`src/rtl/core/cle_pkg.sv`:
```
// ----------------------------------------------------------------------------
// cle_pkg
// Types, character codes and the echo sequence table shared by the console
// line editor modules.
// ----------------------------------------------------------------------------
package cle_pkg;

    // Width of the fill count and of the delivered length.
    localparam int unsigned FILL_W = 6;
    // Width of an index into the echo sequence table.
    localparam int unsigned TAB_W  = 5;

    localparam logic [7:0] CH_ETX = 8'h03;
    localparam logic [7:0] CH_BS  = 8'h08;
    localparam logic [7:0] CH_LF  = 8'h0a;
    localparam logic [7:0] CH_FF  = 8'h0c;
    localparam logic [7:0] CH_CR  = 8'h0d;
    localparam logic [7:0] CH_SP  = 8'h20;
    localparam logic [7:0] CH_TLD = 8'h7e;
    localparam logic [7:0] CH_DEL = 8'h7f;

    // Start and end entries of each sequence in the echo table.
    localparam logic [TAB_W-1:0] TAB_NL        = 5'd0;
    localparam logic [TAB_W-1:0] TAB_INTR      = 5'd1;
    localparam logic [TAB_W-1:0] TAB_INTR_END  = 5'd3;
    localparam logic [TAB_W-1:0] TAB_ERASE     = 5'd4;
    localparam logic [TAB_W-1:0] TAB_ERASE_END = 5'd6;
    localparam logic [TAB_W-1:0] TAB_CLEAR     = 5'd7;
    localparam logic [TAB_W-1:0] TAB_CLEAR_END = 5'd20;
    localparam logic [TAB_W-1:0] TAB_BELL      = 5'd21;

    typedef enum logic [1:0] {
        KIND_ECHO = 2'd0,
        KIND_LINE = 2'd1,
        KIND_END  = 2'd2
    } t_kind;

    typedef enum logic [2:0] {
        ST_IDLE,
        ST_CHAR,
        ST_TAB,
        ST_LINE,
        ST_END
    } t_state;

    // What one received byte does: state updates and the results to send.
    typedef struct packed {
        logic              busy;
        logic              use_char;
        logic [TAB_W-1:0]  tab_start;
        logic [TAB_W-1:0]  tab_end;
        logic [FILL_W-1:0] line_len;
        t_kind             line_kind;
        logic              has_end;
        logic              mem_wr;
        logic [FILL_W-1:0] fill_next;
        logic              cr_next;
    } t_plan;

    // Newline, interrupt, erase, clear screen followed by the prompt, bell.
    function automatic logic [7:0] echo_rom(input logic [TAB_W-1:0] idx);
        logic [7:0] b;
        unique case (idx)
            5'd0:    b = 8'h0a;
            5'd1:    b = 8'h5e;
            5'd2:    b = 8'h43;
            5'd3:    b = 8'h0a;
            5'd4:    b = 8'h08;
            5'd5:    b = 8'h20;
            5'd6:    b = 8'h08;
            5'd7:    b = 8'h1b;
            5'd8:    b = 8'h5b;
            5'd9:    b = 8'h32;
            5'd10:   b = 8'h4a;
            5'd11:   b = 8'h1b;
            5'd12:   b = 8'h5b;
            5'd13:   b = 8'h48;
            5'd14:   b = 8'h70;
            5'd15:   b = 8'h69;
            5'd16:   b = 8'h63;
            5'd17:   b = 8'h6f;
            5'd18:   b = 8'h78;
            5'd19:   b = 8'h3e;
            5'd20:   b = 8'h20;
            5'd21:   b = 8'h07;
            default: b = 8'h00;
        endcase
        return b;
    endfunction

endpackage

```
`src/rtl/core/cle_decode.sv`:
```
// ----------------------------------------------------------------------------
// cle_decode
// Classifies a received byte against the current line state and produces
// the plan of state updates and results for it.
// ----------------------------------------------------------------------------
module cle_decode #(
    parameter int unsigned LINE_SIZE = 32
) (
    input  logic [7:0]                  i_byte,
    input  logic [cle_pkg::FILL_W-1:0]  i_fill,
    input  logic                        i_cr,
    input  logic [7:0]                  i_cap,
    output cle_pkg::t_plan              o_plan
);

    logic [7:0]                 cap_m1;
    logic [cle_pkg::FILL_W-1:0] dlv_len;
    logic                       has_room;

    assign cap_m1   = i_cap - 8'd1;
    assign has_room = i_fill < cle_pkg::FILL_W'(LINE_SIZE - 1);

    // Delivered length is the fill count capped at the capacity less one (zero at capacity zero).
    always_comb begin
        priority if (i_cap == 8'd0) begin
            dlv_len = '0;
        end else if ({2'b00, i_fill} > cap_m1) begin
            dlv_len = cap_m1[cle_pkg::FILL_W-1:0];
        end else begin
            dlv_len = i_fill;
        end
    end

    always_comb begin
        o_plan           = '0;
        o_plan.line_kind = cle_pkg::KIND_ECHO;
        o_plan.fill_next = i_fill;
        o_plan.cr_next   = 1'b0;
        priority if (i_byte == cle_pkg::CH_LF && i_cr) begin
            // Second half of a CR LF pair: swallowed.
            o_plan.busy = 1'b0;
        end else if (i_byte == cle_pkg::CH_CR || i_byte == cle_pkg::CH_LF) begin
            o_plan.busy      = 1'b1;
            o_plan.tab_start = cle_pkg::TAB_NL;
            o_plan.tab_end   = cle_pkg::TAB_NL;
            o_plan.line_len  = dlv_len;
            o_plan.line_kind = cle_pkg::KIND_LINE;
            o_plan.has_end   = 1'b1;
            o_plan.fill_next = '0;
            o_plan.cr_next   = (i_byte == cle_pkg::CH_CR);
        end else if (i_byte == cle_pkg::CH_ETX) begin
            o_plan.busy      = 1'b1;
            o_plan.tab_start = cle_pkg::TAB_INTR;
            o_plan.tab_end   = cle_pkg::TAB_INTR_END;
            o_plan.has_end   = 1'b1;
            o_plan.fill_next = '0;
        end else if (i_byte == cle_pkg::CH_FF) begin
            o_plan.busy      = 1'b1;
            o_plan.tab_start = cle_pkg::TAB_CLEAR;
            o_plan.tab_end   = cle_pkg::TAB_CLEAR_END;
            o_plan.line_len  = i_fill;
        end else if (i_byte == cle_pkg::CH_BS || i_byte == cle_pkg::CH_DEL) begin
            if (i_fill != '0) begin
                o_plan.busy      = 1'b1;
                o_plan.tab_start = cle_pkg::TAB_ERASE;
                o_plan.tab_end   = cle_pkg::TAB_ERASE_END;
                o_plan.fill_next = i_fill - cle_pkg::FILL_W'(1);
            end
        end else if (i_byte >= cle_pkg::CH_SP && i_byte <= cle_pkg::CH_TLD) begin
            o_plan.busy = 1'b1;
            if (has_room) begin
                o_plan.use_char  = 1'b1;
                o_plan.mem_wr    = 1'b1;
                o_plan.fill_next = i_fill + cle_pkg::FILL_W'(1);
            end else begin
                o_plan.tab_start = cle_pkg::TAB_BELL;
                o_plan.tab_end   = cle_pkg::TAB_BELL;
            end
        end else begin
            o_plan.busy = 1'b0;
        end
    end

endmodule

```
`src/rtl/core/console_line_editor.sv`:
```
// ----------------------------------------------------------------------------
// console_line_editor
// Line editor for a serial console: edits a stored line from received bytes
// and emits echo bytes, finished line bytes and end-of-line markers.
// ----------------------------------------------------------------------------
// Input words (i_in_byte) are taken with i_in_valid/o_in_ready; results leave
// on o_out_* with o_out_valid/i_out_ready, o_last marking the final result of
// each input byte. A byte that causes no result only updates state.
// The line lives in a LINE_SIZE-entry RAM with a registered read; it is
// written when a printable byte is accepted and the line has room, and read
// back one address ahead while a line or a redraw is streamed out.
// The block takes one input byte at a time: o_in_ready is high only while no
// results of the previous byte remain to be generated. Results leave one per
// cycle through the single output register while the receiver is ready.
// A stalled receiver simply holds the output register; generation waits.
// Reset (synchronous, active low) empties the line, clears the CR flag and
// sets the output capacity to 32. i_cfg_we writes the capacity at once.
// ----------------------------------------------------------------------------
module console_line_editor #(
    parameter int unsigned LINE_SIZE = 32
) (
    input  logic        i_clk,
    input  logic        i_rst_n,
    input  logic        i_cfg_we,
    input  logic [7:0]  i_cfg_data,
    input  logic        i_in_valid,
    output logic        o_in_ready,
    input  logic [7:0]  i_in_byte,
    output logic        o_out_valid,
    input  logic        i_out_ready,
    output logic [1:0]  o_out_kind,
    output logic [7:0]  o_out_byte,
    output logic [5:0]  o_delivered_length,
    output logic        o_last
);

    localparam int unsigned AW = $clog2(LINE_SIZE);
    localparam int unsigned FW = cle_pkg::FILL_W;

    cle_pkg::t_state r_state, n_state;
    cle_pkg::t_plan  plan;

    logic [FW-1:0]             r_fill, r_len, r_idx, idx_inc;
    logic                      r_cr;
    logic [7:0]                r_cap;
    logic [7:0]                r_char;
    logic [cle_pkg::TAB_W-1:0] r_ptr, r_ptr_end;
    cle_pkg::t_kind            r_line_kind;
    logic                      r_has_end;

    logic [7:0] r_line_mem [LINE_SIZE];
    logic [7:0] r_rd_data;

    logic       r_o_valid;
    logic [1:0] r_o_kind;
    logic [7:0] r_o_byte;
    logic [5:0] r_o_len;
    logic       r_o_last;

    logic           accept, out_free, emit, emit_last, rd_en;
    logic [AW-1:0]  rd_addr;
    cle_pkg::t_kind emit_kind;
    logic [7:0]     emit_byte;
    logic [FW-1:0]  emit_len;
    logic           tab_done, line_done;

    cle_decode #(
        .LINE_SIZE (LINE_SIZE)
    ) u_decode (
        .i_byte (i_in_byte),
        .i_fill (r_fill),
        .i_cr   (r_cr),
        .i_cap  (r_cap),
        .o_plan (plan)
    );

    assign o_in_ready = (r_state == cle_pkg::ST_IDLE);
    assign accept     = i_in_valid && o_in_ready;
    assign out_free   = !r_o_valid || i_out_ready;
    assign idx_inc    = r_idx + FW'(1);
    assign tab_done   = (r_ptr == r_ptr_end);
    assign line_done  = (idx_inc == r_len);

    // Next state.
    always_comb begin
        n_state = r_state;
        unique case (r_state)
            cle_pkg::ST_IDLE: begin
                if (accept && plan.busy) begin
                    n_state = plan.use_char ? cle_pkg::ST_CHAR : cle_pkg::ST_TAB;
                end
            end
            cle_pkg::ST_CHAR: begin
                if (out_free) n_state = cle_pkg::ST_IDLE;
            end
            cle_pkg::ST_TAB: begin
                if (out_free && tab_done) begin
                    priority if (r_len != '0) n_state = cle_pkg::ST_LINE;
                    else if (r_has_end)       n_state = cle_pkg::ST_END;
                    else                      n_state = cle_pkg::ST_IDLE;
                end
            end
            cle_pkg::ST_LINE: begin
                if (out_free && line_done) begin
                    n_state = r_has_end ? cle_pkg::ST_END : cle_pkg::ST_IDLE;
                end
            end
            cle_pkg::ST_END: begin
                if (out_free) n_state = cle_pkg::ST_IDLE;
            end
            default: n_state = cle_pkg::ST_IDLE;
        endcase
    end

    // Result generation and line RAM read requests. The read for the next
    // line byte is issued as the current one leaves, so data is always ready.
    always_comb begin
        emit      = 1'b0;
        emit_kind = cle_pkg::KIND_ECHO;
        emit_byte = 8'h00;
        emit_len  = '0;
        emit_last = 1'b0;
        rd_en     = 1'b0;
        rd_addr   = '0;
        unique case (r_state)
            cle_pkg::ST_IDLE: begin
                emit = 1'b0;
            end
            cle_pkg::ST_CHAR: begin
                emit      = out_free;
                emit_byte = r_char;
                emit_last = 1'b1;
            end
            cle_pkg::ST_TAB: begin
                emit      = out_free;
                emit_byte = cle_pkg::echo_rom(r_ptr);
                emit_last = tab_done && (r_len == '0) && !r_has_end;
                rd_en     = out_free && tab_done && (r_len != '0);
            end
            cle_pkg::ST_LINE: begin
                emit      = out_free;
                emit_kind = r_line_kind;
                emit_byte = r_rd_data;
                emit_last = line_done && !r_has_end;
                rd_en     = out_free && !line_done;
                rd_addr   = idx_inc[AW-1:0];
            end
            cle_pkg::ST_END: begin
                emit      = out_free;
                emit_kind = cle_pkg::KIND_END;
                emit_len  = r_len;
                emit_last = 1'b1;
            end
            default: emit = 1'b0;
        endcase
    end

    // Line RAM: written only on acceptance, read only while busy, so a read
    // never meets a write to the same entry.
    always_ff @(posedge i_clk) begin
        if (accept && plan.mem_wr) begin
            r_line_mem[r_fill[AW-1:0]] <= i_in_byte;
        end
        if (rd_en) begin
            r_rd_data <= r_line_mem[rd_addr];
        end
    end

    always_ff @(posedge i_clk) begin
        if (!i_rst_n) begin
            r_state   <= cle_pkg::ST_IDLE;
            r_fill    <= '0;
            r_cr      <= 1'b0;
            r_cap     <= 8'd32;
            r_o_valid <= 1'b0;
        end else begin
            r_state <= n_state;
            if (i_cfg_we) begin
                r_cap <= i_cfg_data;
            end
            if (accept) begin
                r_fill <= plan.fill_next;
                r_cr   <= plan.cr_next;
            end
            if (emit) begin
                r_o_valid <= 1'b1;
            end else if (i_out_ready) begin
                r_o_valid <= 1'b0;
            end
        end
    end

    // Job and output payload registers.
    always_ff @(posedge i_clk) begin
        if (accept) begin
            r_char      <= i_in_byte;
            r_ptr       <= plan.tab_start;
            r_ptr_end   <= plan.tab_end;
            r_len       <= plan.line_len;
            r_line_kind <= plan.line_kind;
            r_has_end   <= plan.has_end;
            r_idx       <= '0;
        end else if (emit && r_state == cle_pkg::ST_TAB && !tab_done) begin
            r_ptr <= r_ptr + cle_pkg::TAB_W'(1);
        end else if (emit && r_state == cle_pkg::ST_LINE) begin
            r_idx <= idx_inc;
        end
        if (emit) begin
            r_o_kind <= emit_kind;
            r_o_byte <= emit_byte;
            r_o_len  <= emit_len;
            r_o_last <= emit_last;
        end
    end

    assign o_out_valid        = r_o_valid;
    assign o_out_kind         = r_o_kind;
    assign o_out_byte         = r_o_byte;
    assign o_delivered_length = r_o_len;
    assign o_last             = r_o_last;

    a_fill_bound: assert property (@(posedge i_clk) disable iff (!i_rst_n)
        r_fill <= FW'(LINE_SIZE - 1))
        else $error("fill count beyond line capacity");

    a_line_index: assert property (@(posedge i_clk) disable iff (!i_rst_n)
        (r_state == cle_pkg::ST_LINE) |-> (r_idx < r_len))
        else $error("line index past line length");

    a_tab_ptr: assert property (@(posedge i_clk) disable iff (!i_rst_n)
        (r_state == cle_pkg::ST_TAB) |-> (r_ptr <= r_ptr_end))
        else $error("echo pointer past sequence end");

    a_last_idle: assert property (@(posedge i_clk) disable iff (!i_rst_n)
        (emit && emit_last) |=> (r_state == cle_pkg::ST_IDLE))
        else $error("final result sent but sequencer still busy");

endmodule

```
`config.mk`:
```
export PLATFORM = sky130hd
export DESIGN_NAME = console_line_editor
export DESIGN_NICKNAME = d
export VERILOG_FILES = /design/src/rtl/core/cle_pkg.sv /design/src/rtl/core/cle_decode.sv /design/src/rtl/core/console_line_editor.sv
export SDC_FILE = /design/constraint.sdc
export NUM_CORES = 1
export LEC_CHECK = 0
export BUFFER_PORTS_ARGS = -buffer_cell sky130_fd_sc_hd__buf_2
export CAP_MARGIN = 15
export CORE_MARGIN = 3
export CORE_UTILIZATION = 45
export CTS_CLUSTER_DIAMETER = 80
export DETAILED_ROUTE_END_ITERATION = 6
export SETUP_SLACK_MARGIN = 0.5
export SYNTH_ARGS = -nofsm -noshare
export SYNTH_HDL_FRONTEND = slang
export SYNTH_SLANG_ARGS = --single-unit
```
`constraint.sdc`:
```
create_clock -name i_clk -period 8.85 [get_ports i_clk]
set_input_delay 1.77 -clock i_clk [delete_from_list [all_inputs] [get_ports i_clk]]
set_output_delay 1.77 -clock i_clk [all_outputs]
set_load 0.02 [all_outputs]
```
# Word level (Yosys, flattened, before mapping)
# Memories as Yosys holds them, arrays and structs flattened. A register that Yosys moved wholly into a read port is not among the register bits.
# Cells that the tools add are included.
dict set report op_classes {
  n_addsub 5
  magnitude_cmp 4
  eq_ne 18
  n_mux 59
  n_bitwise 2
  n_reduce_logical 39
}
# op n
set ops {}
lappend ops {{$mux 6} 8}
lappend ops {{$mux 10} 4}
lappend ops {{$eq 8x4->1 const B} 4}
lappend ops {{$mux 28} 1}
lappend ops {{$mux 1} 24}
lappend ops {{$pmux 8 s3} 1}
lappend ops {{$mux 7} 3}
lappend ops {{$mux 5} 4}
lappend ops {{$mux 3} 6}
lappend ops {{$mux 16} 1}
lappend ops {{$logic_and 1x1->1} 15}
lappend ops {{$add 6x1->6 const B} 2}
lappend ops {{$pmux 3 s4} 1}
lappend ops {{$reduce_bool 6->1} 2}
lappend ops {{$mux 11} 1}
lappend ops {{$eq 8x2->1 const B} 1}
lappend ops {{$eq 8x7->1 const B} 1}
lappend ops {{$ge 8x6->1 const B} 1}
lappend ops {{$gt 6x8->1} 1}
lappend ops {{$le 8x7->1 const B} 1}
lappend ops {{$logic_not 8->1} 1}
lappend ops {{$mux 8} 1}
lappend ops {{$reduce_bool 4->1} 2}
lappend ops {{$reduce_or 4->1} 2}
lappend ops {{other kinds (28)} 39}
dict set report word_totals {
  reg_bits 69
  ram_bits 256
  rom_bits 224
  output_inout_bits 19
  elab_cells 147
  mem_count 2
}
# memory depth width rd rd_clocked_by_memory_dff wr line
set mem_list {}
lappend mem_list {r_line_mem 32 8 1 1 1 console_line_editor.sv:51} ;# logic [7:0] r_line_mem [LINE_SIZE];
lappend mem_list {{(name not given)} 32 7 1 1 0 cle_pkg.sv:63} ;# unique case (idx)

# Logic depth before layout (Yosys ltp)
# Gate-level depths: netlist (run 1).
dict set report depth {
  ltp_word 11
  ltp_mapped 12
  ltp_nobuf 12
}

# Cells and area by module
# A second synthesis (run 1) with hierarchy kept.
dict set report hier_totals {
  hier_cells 1188
  hier_area_um2 15569.9
}
# mod n_inst cells_per_inst area_each_um2
set modules_own_cells {}
lappend modules_own_cells {console_line_editor 1 1042 14600.3}
lappend modules_own_cells {cle_decode 1 146 969.7}

# Least setup slack after synthesis (run 1)
# OpenSTA, ideal clock, no wires.
dict set report synth_path {
  kind {input-to-reg}
  start {in i_in_valid}
  end {reg (tool-made name)}
  setup_ps 122
  arrival_time_ps 4222
  t_required_ps 8728
  slack_ps 4506
  cell_stages 10
  n_path_buf 1
  cell_sequence {nand2_1 -> clkinv_1 -> and2_4 -> buf_6 -> a21oi_1 -> inv_1 -> ha_1 -> mux2i_1 -> nor3_1 -> a311o_1}
}
# item line
set synth_lines {}
lappend synth_lines {{from (decl)} console_line_editor.sv:26} ;# input logic i_in_valid,

==> metrics, run 1 <==
status finished clean; Ant. Diodes 0; Num Clock Sinks ~340; count of hold-fix buffers inserted at cts 0; Placer Congestion around 0.86; summed instance area of the synthesized netlist roughly 15000 sq um; first-pass GRT wire length 54300 um; share of the synthesized netlist area taken by xor and xnor gates 0.0176; data arrival time at the worst-slack endpoint between 5 and 6 ns; flop-to-flop setup slack 4.01 ns; post-synthesis mux area share 0.0541; count of standard-cell rows 66; post-synthesis share of cell area spent on full adders, half adders and majority gates 0.0168; total negative setup slack 0 ns; CP Data Required Time ~9.3 ns; main flop type after synthesis sky130_fd_sc_hd__edfxtp_1; antenna violations before repair 0; number of global-route vias before repair ~9.4k; clock tree from TritonCTS built; total congestion overflow after global routing 0; CP Launch Type input port; post-route clock skew ~0.015 ns; area share of the largest cell type after synthesis 0.616; initial detailed-routing violation count between 900 and 1k; achievable frequency 205 MHz; most common cell in the netlist sky130_fd_sc_hd__edfxtp_1; min Tclk post-route a little under 5 ns; wire length after detailed routing 35300 um; most instantiated cells after synthesis 306 x sky130_fd_sc_hd__edfxtp_1, 129 x sky130_fd_sc_hd__nand2_1, 95 x sky130_fd_sc_hd__nor2_1; unrepaired setup endpoints after global routing false; number of distinct library cells after synthesis 76; HPWL after detailed placement about 22000 um; max-slew violation count 0; maximum number of pins on one net before global-route repair 59; Clock transition at path regs approximately 0.06 ns; number of storage elements in the synthesis netlist approximately 340; PD cells approximately 220 nW/um^2; first-pass iteration count of the detailed router 6; number of DRC violations after detailed routing 0; routed length per instance 21.3 um; Tightest Hold Check Type register to register; final std cell area, no fill 16700 sq um; share of synthesized area occupied by flip-flops and latches 0.659; Die W roughly 190 um; asr flop ratio synth 0; die extent in y about 190 um; depth of the most critical reg-to-reg path 10; Max H-tree Level 2; Filler Cell Count around 2.9k; Max FO, Critical Path 29; GRT Resource Usage Total 0.198; setup violation total in the final timing report 0; post-CTS sizing 0; Post-synth EDFFs 306; area share of and/or/nand/nor cells after synthesis 0.120; pin slew with the least headroom to its limit 0.965 ns; critical path launch point i_in_valid; number of vias per cell 5.74; CTS buffer count 36; Synth Area per Inst ~13 sq um; post-route fraction of the period consumed by the critical path 0.552; remaining number of nets flagged by the antenna check after routing 0; critical register-to-register path startpoint r_state[2]; Area Growth Syn to Fin 11.6%; via count about 9.5k; Crit Path Category input port to register; combinational family with the most area after synthesis simple AND/OR/NAND/NOR gates; static leakage between 5 and 6 nW; initial cell density of the core 0.457; biggest area consumer among synthesized cells sky130_fd_sc_hd__edfxtp_1; IO buf count 39; final net count around 1.2k; Critical Path End Type register; share of post-route cells with drive strength above 1 0.121; Std-Cell Core Area 32600 sq um; worst rel slew slack 0.353; VDD IR-drop max 164 uV; buffers inserted by post-CTS timing repair 0; Clk Tree Root Cell sky130_fd_sc_hd__clkbuf_16; placed cell areas ~16000 sq um; ranking of synthesized cells by area sky130_fd_sc_hd__edfxtp_1 62%, sky130_fd_sc_hd__dfxtp_1 4.3%, sky130_fd_sc_hd__nand2_1 3.2%, sky130_fd_sc_hd__mux2i_1 2.6%, sky130_fd_sc_hd__nor2_1 2.4%; Synthesis Warnings 0; Clock Latency Late Sink between 0.5 and 0.6 ns; Synth Area in Compound Gates 0.109; final hold violations 0; CTS max path bufs 3; cell count after synthesis roughly 1.2k; io pins 40; max-capacitance violation count 0; Die Outline Area between 30000 and 40000 sq um
[routing by layer]
metal  global-route usage  up-vias  wire [um]
met3               0.0329       53       2210
met1                0.277     4717      15500
met5                    0        -          0
met4               0.0592        0        838
met2                0.321      289      16800
li1                     -     4446          -
[logic make-up after synthesis]
logic type | after synthesis
AO/OA/AOI/OAI | 245
XOR/XNOR | 30
adder cells (fa/ha/maj) | 20
buffers and inverters | 87
flip-flops | 338
multiplexers | 63
other | 1
AND/OR/NAND/NOR | 374
[worst min path at each step]
stage,endpoint,cells after the start,startpoint
CTS,r_idx[1],2,r_idx[1]
global route,r_idx[1],2,r_idx[1]
floorplan,r_cr,2,r_cr
detailed placement,r_idx[1],2,r_idx[1]
global placement,r_idx[1],2,r_idx[1]
finish,r_idx[1],2,r_idx[1]
[sequential cells by signal (all words and copies together), names as in the netlist, 3 cells and up, named ones only]
signal / flops
r_fill: 6
o_delivered_length: 6
r_cap: 8
r_char: 8
r_rd_data: 8
r_idx: 6
r_ptr_end: 4
r_state: 3
r_len: 6
r_line_mem: 256
r_ptr: 5
o_out_byte: 8
[critical path: stages]
cell and delay, ns:
sky130_fd_sc_hd__buf_2 0.11, sky130_fd_sc_hd__nand2_1 0.52, sky130_fd_sc_hd__clkinv_1 0.98, sky130_fd_sc_hd__and2_4 0.48, sky130_fd_sc_hd__a21oi_1 0.46, sky130_fd_sc_hd__inv_1 0.18, sky130_fd_sc_hd__ha_1 0.25, sky130_fd_sc_hd__mux2i_1 0.14
sky130_fd_sc_hd__nor3_1 0.06, sky130_fd_sc_hd__a311o_1 0.33
[area by class of cell]
type                    count  area [sq um]  area share
clock buffers              45           935      0.0561
clock inverters            19           141     0.00849
inverters                  16          60.1     0.00361
multi-input cells         740          4810       0.289
flip-flops and latches    338          9830       0.590
well taps                 442           553      0.0332
repair buffers             57           328      0.0197
[per-stage QoR]
step | hold WS, ns | power (mW) | cells | util | setup WS [ns]
6_report | 0.486 | 3.71 | 1657 | 0.511 | 3.97
5_1_grt | 0.503 | 3.86 | 1657 | 0.511 | 3.57
4_1_cts | 0.488 | 3.74 | 1656 | 0.511 | 3.96
2_1_floorplan | 0.450 | 2.21 | 1165 | - | 4.51
3_3_place_gp | 0.474 | 2.35 | 1592 | 0.478 | 3.45
3_5_place_dp | 0.477 | 2.36 | 1592 | 0.478 | 3.41
[layout by cell type, fill, tap and decap left out, types with 16 or more instances in the layout]
cell	netlist	layout
sky130_fd_sc_hd__edfxtp_1	306	306
sky130_fd_sc_hd__nand2_1	129	128
sky130_fd_sc_hd__nor2_1	95	95
sky130_fd_sc_hd__a21oi_1	56	56
sky130_fd_sc_hd__o21ai_0	45	45
sky130_fd_sc_hd__buf_2	4	40
sky130_fd_sc_hd__mux2i_1	39	39
sky130_fd_sc_hd__clkbuf_16	0	36
sky130_fd_sc_hd__dfxtp_1	32	31
sky130_fd_sc_hd__nand3_1	29	29
sky130_fd_sc_hd__nor2b_1	26	26
sky130_fd_sc_hd__or3_1	21	21
sky130_fd_sc_hd__ha_1	20	19
sky130_fd_sc_hd__o211ai_1	18	18
sky130_fd_sc_hd__o22ai_1	18	18
sky130_fd_sc_hd__and3_1	18	18
sky130_fd_sc_hd__buf_4	0	17
sky130_fd_sc_hd__xor2_1	17	16
sky130_fd_sc_hd__a31oi_1	16	16
[report_power, final]
part | internal (mW) | leakage (nW) | switching [mW]
Combinational | 0.161 | 2.09 | 0.292
Sequential | 1.83 | 3.05 | 0.0494
Clock | 0.785 | 0.532 | 0.599
Power figures use the tool's default switching activity.
==> run 2, diff against run 1 <==
==> constraint.sdc (replaced) <==
create_clock -name i_clk -period 4.7 [get_ports i_clk]
set_input_delay 0.94 -clock i_clk [delete_from_list [all_inputs] [get_ports i_clk]]
set_output_delay 0.94 -clock i_clk [all_outputs]
set_load 0.02 [all_outputs]
==> run 2 against run 1 <==
Global-route usage increased by 1.4 points. Cell area increased by 2.0%. Sequential share of layout area decreased by 1.2 points. Count of clock-buffer cells in the layout increased by 4. Utilization increased by 1.0 points. Sequential power increased by 88%. First-iteration DRC count increased by 5.8%. Critical path type unchanged. Register-to-register slack got worse by 2.7 ns.
==> metrics, run 2 (synthesis gave the netlist of run 1 again) <==
count of standard-cell rows 66; Clock transition at path regs around 0.06 ns; number of placed cells counting well taps roughly 1.6k; Clk Tree Root Cell sky130_fd_sc_hd__clkbuf_16; min Tclk post-route 3.37 ns; IO buf count 39; maximum number of pins on one net before global-route repair 49; routed length on met1 around 16000 um; worst rel slew slack 0.469; antenna violations before repair 0; data arrival time at the worst-slack endpoint between 3 and 4 ns; first-pass iteration count of the detailed router 7; Max Used Layer met4; initial cell density of the core 0.457; Std-Cell Core Area between 30000 and 40000 sq um; initial detailed-routing violation count approximately 1.0k; Critical Path End Type register; Filler Cell Count 2826; worst slack after detailed placement about 0.84 ns; Area Growth Syn to Fin 13.9%; wire length after detailed routing roughly 38000 um; post-route clock skew 0.0228 ns; flip-flop count of the largest register, all copies and words added 256; number of global-route vias before repair between 9k and 10k; via count 9820; most common library cell in the layout ignoring fill and taps sky130_fd_sc_hd__edfxtp_1; GRT Resource Usage Total 0.213; Max FO, Critical Path 11; share of post-route cells with drive strength above 1 0.141; buffers inserted by post-CTS timing repair 0; final net count 1257; most frequent cells in the layout 306 x sky130_fd_sc_hd__edfxtp_1, 128 x sky130_fd_sc_hd__nand2_1, 95 x sky130_fd_sc_hd__nor2_1, 56 x sky130_fd_sc_hd__a21oi_1, 45 x sky130_fd_sc_hd__o21ai_0; number of DRC violations after detailed routing 0; setup violation total in the final timing report 0; status finished clean; CP Launch Type input port; total negative setup slack 0 ns; routed length per instance between 20 and 25 um; HPWL after detailed placement between 20000 and 25000 um; sum of met3 wire segment lengths after detailed routing approximately 2800 um; Final Util 0.521; Die Outline Area between 30000 and 40000 sq um; critical path launch point i_in_byte[7]; max-capacitance violation count 0; Num Clock Sinks 338; max-slew violation count 0; Crit Path Category input port to register; Ant. Diodes 0; Design Power approximately 7.3 mW; Final Non-Filler Cells approximately 1.7k; Setup WS post-layout 1.33 ns; capture point of the worst reg-to-reg path r_line_mem[1][2]; Placer Congestion 0.881; met2 wire length between 15000 and 20000 um; io pins 40; first-pass GRT wire length around 58000 um; number of vias per cell between 5 and 6; total congestion overflow after global routing 0; Max H-tree Level 2; die extent in y around 190 um; Die W 188 um; Cell Chain, Critical Path buf_2 > or4_4 > or3_4 > and2_4 > a21oi_1 > inv_1 > ha_1 > mux2i_1 > nor3_1 > a311o_1; CTS buffer count 37; achievable frequency 297 MHz; depth of the most critical reg-to-reg path 5; CP max-delay cell sky130_fd_sc_hd__or4_4; static leakage 5.85 nW; remaining number of nets flagged by the antenna check after routing 0; unrepaired setup endpoints after global routing false; VDD IR-drop max 314 uV; final hold violations 0; flop-to-flop setup slack approximately 1.4 ns; count of hold-fix buffers inserted at cts 0; clock tree from TritonCTS built; pin slew with the least headroom to its limit 0.794 ns; critical register-to-register path startpoint r_state[0]; crit-path max cell delay about 0.60 ns; CTS max path bufs 3; Tightest Hold Check Type register to register; Clock Latency Late Sink roughly 0.53 ns; CP Data Required Time ~5.1 ns; post-CTS sizing 0; post-route fraction of the period consumed by the critical path 0.716; PD cells approximately 430 nW/um^2
## run 2: layout make-up
type,count,area [sq um],share of cell area
clock buffers,49,1000,0.0590
well taps,442,553,0.0326
multi-input cells,740,4810,0.283
inverters,16,60.1,0.00353
flip-flops and latches,338,9830,0.579
clock inverters,18,195,0.0115
repair buffers,83,538,0.0317
## run 2: per-layer routing
metal  global-route usage  vias up
met5                    0        -
met4               0.0560        0
met3               0.0295       61
met2                0.342      385
met1                0.307     4867
li1                     -     4507
## run 2: worst min path at each step
stage                     startpoint        to  slack [ns]  depth (start not counted)
after detailed placement    r_idx[1]  r_idx[1]        0.47                          2
after floorplan                 r_cr      r_cr        0.45                          2
after global placement          r_cr      r_cr        0.46                          2
after CTS                   r_idx[1]  r_idx[1]        0.48                          2
final                       r_idx[1]  r_idx[1]        0.48                          2
after global routing        r_idx[1]  r_idx[1]        0.50                          2
## run 2: power breakdown
part / switching, mW / internal, mW
sequential: 0.0831 / 3.44
combinational: 0.574 / 0.321
clock: 1.17 / 1.68
total: 1.83 / 5.44
## run 2: critical path: cells and delay by family
kind            cells  cell delay, ns
simple gates        4            1.29
compound gates      2            0.78
buf+inv             2            0.37
fa+ha+maj           1            0.24
mux                 1            0.13
## run 2: metrics by stage
step,hold slack [ns],area [sq um]
after CTS,0.478,17000
final,0.481,17000
after global routing,0.499,17000
after detailed placement,0.470,15800
after global placement,0.463,15800
after floorplan,0.450,14900
